File: config.mk
export PLATFORM = sky130hd
export DESIGN_NAME = bfi_ctrl
export DESIGN_NICKNAME = d
export VERILOG_FILES = /design/src/sv/bfi_pkg.sv /design/src/sv/bfi_ctrl.sv
export SDC_FILE = /design/constraint.sdc
export NUM_CORES = 1
export LEC_CHECK = 0
export BUFFER_PORTS_ARGS = -buffer_cell sky130_fd_sc_hd__buf_4
export CAP_MARGIN = 25
export CORE_MARGIN = 4
export CORE_UTILIZATION = 40
export DETAILED_ROUTE_END_ITERATION = 8
export SLEW_MARGIN = 5
export SYNTH_ARGS = -nofsm -noshare
export SYNTH_HDL_FRONTEND = slang
export SYNTH_SLANG_ARGS = --single-unit
export TNS_END_PERCENT = 1
File: constraint.sdc
create_clock -name i_clk -period 3.52 [get_ports i_clk]
set_input_delay 0.176 -clock i_clk [delete_from_list [all_inputs] [get_ports i_clk]]
set_output_delay 0.176 -clock i_clk [all_outputs]
set_load 0.1 [all_outputs]
File: src/sv/bfi_pkg.sv
// ----------------------------------------------------------------------------
// bfi_pkg
// Shared constants, codes and controller/datapath interface types for the
// brainfuck interpreter block.
// ----------------------------------------------------------------------------
package bfi_pkg;

    localparam int TAPE_DEPTH = 32768;
    localparam int PROG_DEPTH = 4096;

    localparam int TAPE_AW = $clog2(TAPE_DEPTH);
    localparam int FILL_W  = $clog2(TAPE_DEPTH + 1);
    localparam int PROG_AW = $clog2(PROG_DEPTH);
    localparam int PC_W    = $clog2(PROG_DEPTH + 1);

    localparam int OP_W     = 2;
    localparam int PADDR_W  = 12;
    localparam int BYTE_W   = 8;
    localparam int STATUS_W = 3;
    localparam int IADDR_W  = 13;
    localparam int LEN_W    = 13;
    localparam int CFG_AW   = 3;
    localparam int CFG_DW   = 32;

    localparam logic REG_PROGRAM_LENGTH = 1'b0;

    localparam logic [OP_W-1:0] OP_LOAD    = 2'd0;
    localparam logic [OP_W-1:0] OP_STEP    = 2'd1;
    localparam logic [OP_W-1:0] OP_RESTART = 2'd2;

    localparam logic [STATUS_W-1:0] ST_RUN   = 3'd0;
    localparam logic [STATUS_W-1:0] ST_END   = 3'd1;
    localparam logic [STATUS_W-1:0] ST_UNDER = 3'd2;
    localparam logic [STATUS_W-1:0] ST_OVER  = 3'd3;
    localparam logic [STATUS_W-1:0] ST_OPEN  = 3'd4;
    localparam logic [STATUS_W-1:0] ST_CLOSE = 3'd5;

    localparam logic [BYTE_W-1:0] CH_LEFT  = 8'h3C;
    localparam logic [BYTE_W-1:0] CH_RIGHT = 8'h3E;
    localparam logic [BYTE_W-1:0] CH_PLUS  = 8'h2B;
    localparam logic [BYTE_W-1:0] CH_MINUS = 8'h2D;
    localparam logic [BYTE_W-1:0] CH_DOT   = 8'h2E;
    localparam logic [BYTE_W-1:0] CH_COMMA = 8'h2C;
    localparam logic [BYTE_W-1:0] CH_OPEN  = 8'h5B;
    localparam logic [BYTE_W-1:0] CH_CLOSE = 8'h5D;

    typedef struct packed {
        logic accept;
        logic exec;
        logic freq;
        logic fchk;
        logic breq;
        logic bchk;
    } t_cmd;

    typedef struct packed {
        logic out_free;
        logic go_fwd;
        logic go_bwd;
        logic fbound;
        logic bbound;
        logic fmatch;
        logic bmatch;
    } t_stat;

endpackage

File: src/sv/bfi_ctrl.sv
// ----------------------------------------------------------------------------
// bfi_ctrl
// Sequencer for the interpreter: accepts a word, runs the execute step and
// steps the bracket scans, holding a finishing step until the result register
// is free.
// ----------------------------------------------------------------------------
module bfi_ctrl (
    input  logic           i_clk,
    input  logic           i_rst_n,
    input  logic           i_in_valid,
    output logic           o_in_stall,
    input  bfi_pkg::t_stat i_stat,
    output bfi_pkg::t_cmd  o_cmd
);

    typedef enum logic [5:0] {
        S_IDLE = 6'b000001,
        S_EXEC = 6'b000010,
        S_FREQ = 6'b000100,
        S_FCHK = 6'b001000,
        S_BREQ = 6'b010000,
        S_BCHK = 6'b100000
    } t_state;

    t_state r_state;
    t_state n_state;

    always_comb begin
        n_state = r_state;
        o_cmd   = '0;
        case (r_state)
            S_IDLE: begin
                if (i_in_valid) begin
                    o_cmd.accept = 1'b1;
                    n_state      = S_EXEC;
                end
            end
            S_EXEC: begin
                if (i_stat.go_fwd) begin
                    o_cmd.exec = 1'b1;
                    n_state    = S_FREQ;
                end else if (i_stat.go_bwd) begin
                    o_cmd.exec = 1'b1;
                    n_state    = S_BREQ;
                end else if (i_stat.out_free) begin
                    o_cmd.exec = 1'b1;
                    n_state    = S_IDLE;
                end
            end
            S_FREQ: begin
                if (!i_stat.fbound) begin
                    o_cmd.freq = 1'b1;
                    n_state    = S_FCHK;
                end else if (i_stat.out_free) begin
                    o_cmd.freq = 1'b1;
                    n_state    = S_IDLE;
                end
            end
            S_FCHK: begin
                if (!i_stat.fmatch) begin
                    o_cmd.fchk = 1'b1;
                    n_state    = S_FREQ;
                end else if (i_stat.out_free) begin
                    o_cmd.fchk = 1'b1;
                    n_state    = S_IDLE;
                end
            end
            S_BREQ: begin
                if (!i_stat.bbound) begin
                    o_cmd.breq = 1'b1;
                    n_state    = S_BCHK;
                end else if (i_stat.out_free) begin
                    o_cmd.breq = 1'b1;
                    n_state    = S_IDLE;
                end
            end
            S_BCHK: begin
                if (!i_stat.bmatch) begin
                    o_cmd.bchk = 1'b1;
                    n_state    = S_BREQ;
                end else if (i_stat.out_free) begin
                    o_cmd.bchk = 1'b1;
                    n_state    = S_IDLE;
                end
            end
            default: begin
                n_state = S_IDLE;
            end
        endcase
    end

    always_ff @(posedge i_clk) begin
        if (!i_rst_n) begin
            r_state <= S_IDLE;
        end else begin
            r_state <= n_state;
        end
    end

    assign o_in_stall = (r_state != S_IDLE);

endmodule

# Word-level counts from Yosys, hierarchy flattened
# Cells that the tools add are included.
# op_classes
eq_ne	8
mux	23
# op_table
cell	n
two-way mux 6 bit	8
case mux 6 bit (6 select lines)	1
two-way mux 1 bit	14
== test 6 x 1 -> 1 bit (second input constant)	1
== test 6 x 2 -> 1 bit (second input constant)	1
== test 6 x 3 -> 1 bit (second input constant)	1
== test 6 x 4 -> 1 bit (second input constant)	1
== test 6 x 5 -> 1 bit (second input constant)	1
== test 6 bit (second input constant)	1
!= test 6 x 1 -> 1 bit (second input constant)	1
!= test 2 bit (second input constant)	1
# totals
register_bits	6
input_bits	10
word_cells	32

# Depth between registers and ports, before layout
# depth
depth_word	4
ltp_mapped	6
mapped_depth_nobuf	4

# Least setup slack after synthesis
# OpenSTA, ideal clock, no wires.
# synth_timing
kind	reg2out
startpoint	reg r_state[4]
endpoint	out o_cmd[2] (netlist bit)
arrival_ns	5.825
required_time_ns	3.344
setup_slack_ns	-2.481
stages_incl_launch_ff	5
path_buffers	2
path_cell_list	dfxtp_1 buf_2 or4_1 clkbuf_1 a2111oi_0
# synth_lines
item	line_no	rtl
start, declared	bfi_ctrl.sv:25	t_state r_state;
start signal, assigned	bfi_ctrl.sv:96	r_state <= n_state;
end, declared	bfi_ctrl.sv:13	output bfi_pkg::t_cmd o_cmd

==> results.yml <==
placed_design:
  placed_cell_area_um2: 710.7
  hpwl_um: 1201
  place_congestion: 0.8193
  io_buffers: 16
cts:
  cts_root_buf: "clkbuf_4"
  cts_buffers: 3
  clockBufferDepth: 2
  cts_tree: "yes"
  cts_setup_buffers: 0
  cts_resized: 0
  cts_num_sinks: 6
  insertion_delay_ns: 0.25
  htree_num_levels: 1
  cts.clk_slew.worst_paths_ns: 0.05
  cts-hold-fix-buffers: 0
critical_path:
  rrSetupSlack_ns: 1.59
  setup.worst_path.start_class: "flop"
  cp_cell_sequence: "or4_1, a2111oi_2, buf_4"
  cp_max_fo: 10
  rr_startpoint: "r_state[0]"
  worstPathRequired_ns: 3.34
  worstPathArrival_ns: 2.06
  end_kind: "primary output"
  cp.buffers_inverters: 1
  path_class: "reg -> out"
  cpPeakStageDelay_ns: 0.69
  cp_top_family: "simple AND/OR/NAND/NOR gates"
  ff2ff_path_depth: 4
  rr_endpoint: "r_state[3]"
  slowest_stage: "or4_1"
timing:
  finalCriticalPeriod_ns: 2.237
  max_freq_ghz: 0.4470
  fin_setup_tns_ns: 0
  max_slew_margin_pct: 59.07
  worst_pin_slew_ns: 0.6083
  slew_viol_final: 0
  rsz0062_at_grt: "no"
  finalCritPeriodShare_pct: 63.55
  setup_viol: 0
  finClkSkew_ns: 0.006634
  finalHoldViolCount: 0
cells_and_area:
  drive_above_1_share_pct: 31.82
  nets: 100
  top_regs: "r_state: 6 flops"
  fin_area_um2: 733.2
  diodes: 0
  ff_latch_area_um2: 120.1
  largest_reg_flops: 6
  top_register: "r_state"
  fillers: 143
  areaGrowthSynthToFinish_pct: 21.32
  multi_input_area_um2: 425.4
routing:
  vias: 645
  wl_per_cell_um: 14.61
  initialDrtViolationCount: 16
  drc: 0
  wirelength_um: 1505
  detail_route.first_pass.iterations: 4
  viasPerCell: 6.262
  drtAntennaViolNets: 0
global_route:
  grt-ovfl-total: 0
  grt_pass1_wl_um: 2366
  antenna_found_initial: 0
  track_usage_pct: 15.27
  grt_max_degree: 13
  grt_pass1_vias: 547
yosys:
  synth_area_um2: 604.3
  ys.flop_type: "dfxtp_1"
  syn-num-nets: 85
  avgSynthCellArea_um2: 8.058
  yosysWarningCount: 0
  synth_edf_count: 0
  synth_cell_types: 42
  synthCells: 75
  synth-seq-cells: 6
  ys_async_sr_fraction_pct: 0
  ys_seq_area_share_pct: 19.88
floorplanning:
  initial_core_util_pct: 44.23
  num_rows: 13
  die_area_mm2: 0.002197
  core_mm2: 0.001366
  die_w_um: 46.87
  die_height_um: 46.87
  ios: 17
min_path:
  hp-start: "i_rst_n"
  worstHoldPathCells: 2
  min_path_type: "in -> reg"
  whs_endpoint: "r_state[1]"
power_and_ir_drop:
  vdd_drop_max_uv: 209.0
  powerDensity_mw_per_mm2: 290.7
  p_leak_nw: 0.2910
run:
  maxCapViolCount: 0
outcome:
  status: "complete, no violations"
worst reg2reg max path: cells and delay by family, from the launching register on:
kind / cells / cell delay, ns
and+or+nand+nor: 3 / 1.13
AOI/OAI and AO/OA: 1 / 0.27
DFF: 1 / 0.41
metal layers:
layer	global-route usage, %	up-vias	wire length [µm]
met5	0	-	0
met4	8.840	0	16
met3	2.299	4	92
met2	23.58	21	701
met1	20.05	305	695
li1	-	315	-
power by group:
group / leakage (nW) / internal, W / switching, W
Clock: 0.0138 / 0.0000386 / 0.0000250
Sequential: 0.0488 / 0.0000707 / 0.00000618
Combinational: 0.228 / 0.0000228 / 0.0000499
synth_stat cells, types with 2 or more instances:
cell type,count,area (µm²)
inv_1,7,26.28
dfxtp_1,6,120.1
nor2_1,6,22.52
a21oi_1,4,20.02
clkbuf_1,3,11.26
nor2b_1,3,18.77
nor3_1,3,15.01
a2111oi_0,2,17.52
buf_6,2,22.52
nand2b_1,2,12.51
nand3b_1,2,15.01
nor4_1,2,12.51
o21ai_0,2,10.01
or2_2,2,12.51
or4_1,2,15.01
kinds of logic after synthesis:
group / count (synthesis) / synth area share (%)
xor gates and xnor gates: 1 / 1.450
DFF: 6 / 19.88
and+or+nand+nor: 32 / 38.09
buffers and inverters: 13 / 10.77
AOI/OAI and AO/OA: 23 / 29.82
layout by cell type, fill, tap and decap left out, types with 3 or more instances in the layout:
| cell | count |
|---|---|
| buf_4 | 16 |
| clkbuf_4 | 3 |
| a21oi_1 | 4 |
| dfxtp_1 | 6 |
| nor3_1 | 3 |
| nor2_1 | 6 |
| inv_1 | 7 |
| nor2b_1 | 3 |
metrics by stage:
stage | worst slack (ns) | hold slack (ns) | utilization, % | power [W] | instances
6_report | 1.283 | 0.1365 | 53.66 | 0.0002132 | 103
5_1_grt | 1.213 | 0.1413 | 53.66 | 0.0002252 | 103
4_1_cts | 1.281 | 0.1333 | 53.66 | 0.0002159 | 103
3_5_place_dp | 1.543 | 0.3919 | 52.01 | 0.0001509 | 100
3_3_place_gp | 1.519 | 0.3905 | 52.01 | 0.0001510 | 100
2_1_floorplan | 0.1317 | 0.2935 | - | 0.0001319 | 75
worst max-delay path by stage:
stage	startpoint	to	depth (start not counted)
after floorplan	r_state[4]	o_cmd[0]	3
after global placement	r_state[3]	o_cmd[1]	4
after detailed placement	r_state[3]	o_cmd[1]	4
after CTS	r_state[0]	o_cmd[2]	3
after global routing	r_state[0]	o_cmd[2]	3
final	r_state[0]	o_cmd[2]	3
area by class of cell:
| type | count | share of cell area [%] |
|---|---|---|
| Clock buffer | 3 | 3.072 |
| Inverter | 7 | 3.584 |
| Multi-Input combinational cell | 56 | 58.02 |
| Sequential cell | 6 | 16.38 |
| Tap cell | 15 | 2.560 |
| Timing Repair Buffer | 16 | 16.38 |
Power figures use the tool's default switching activity.
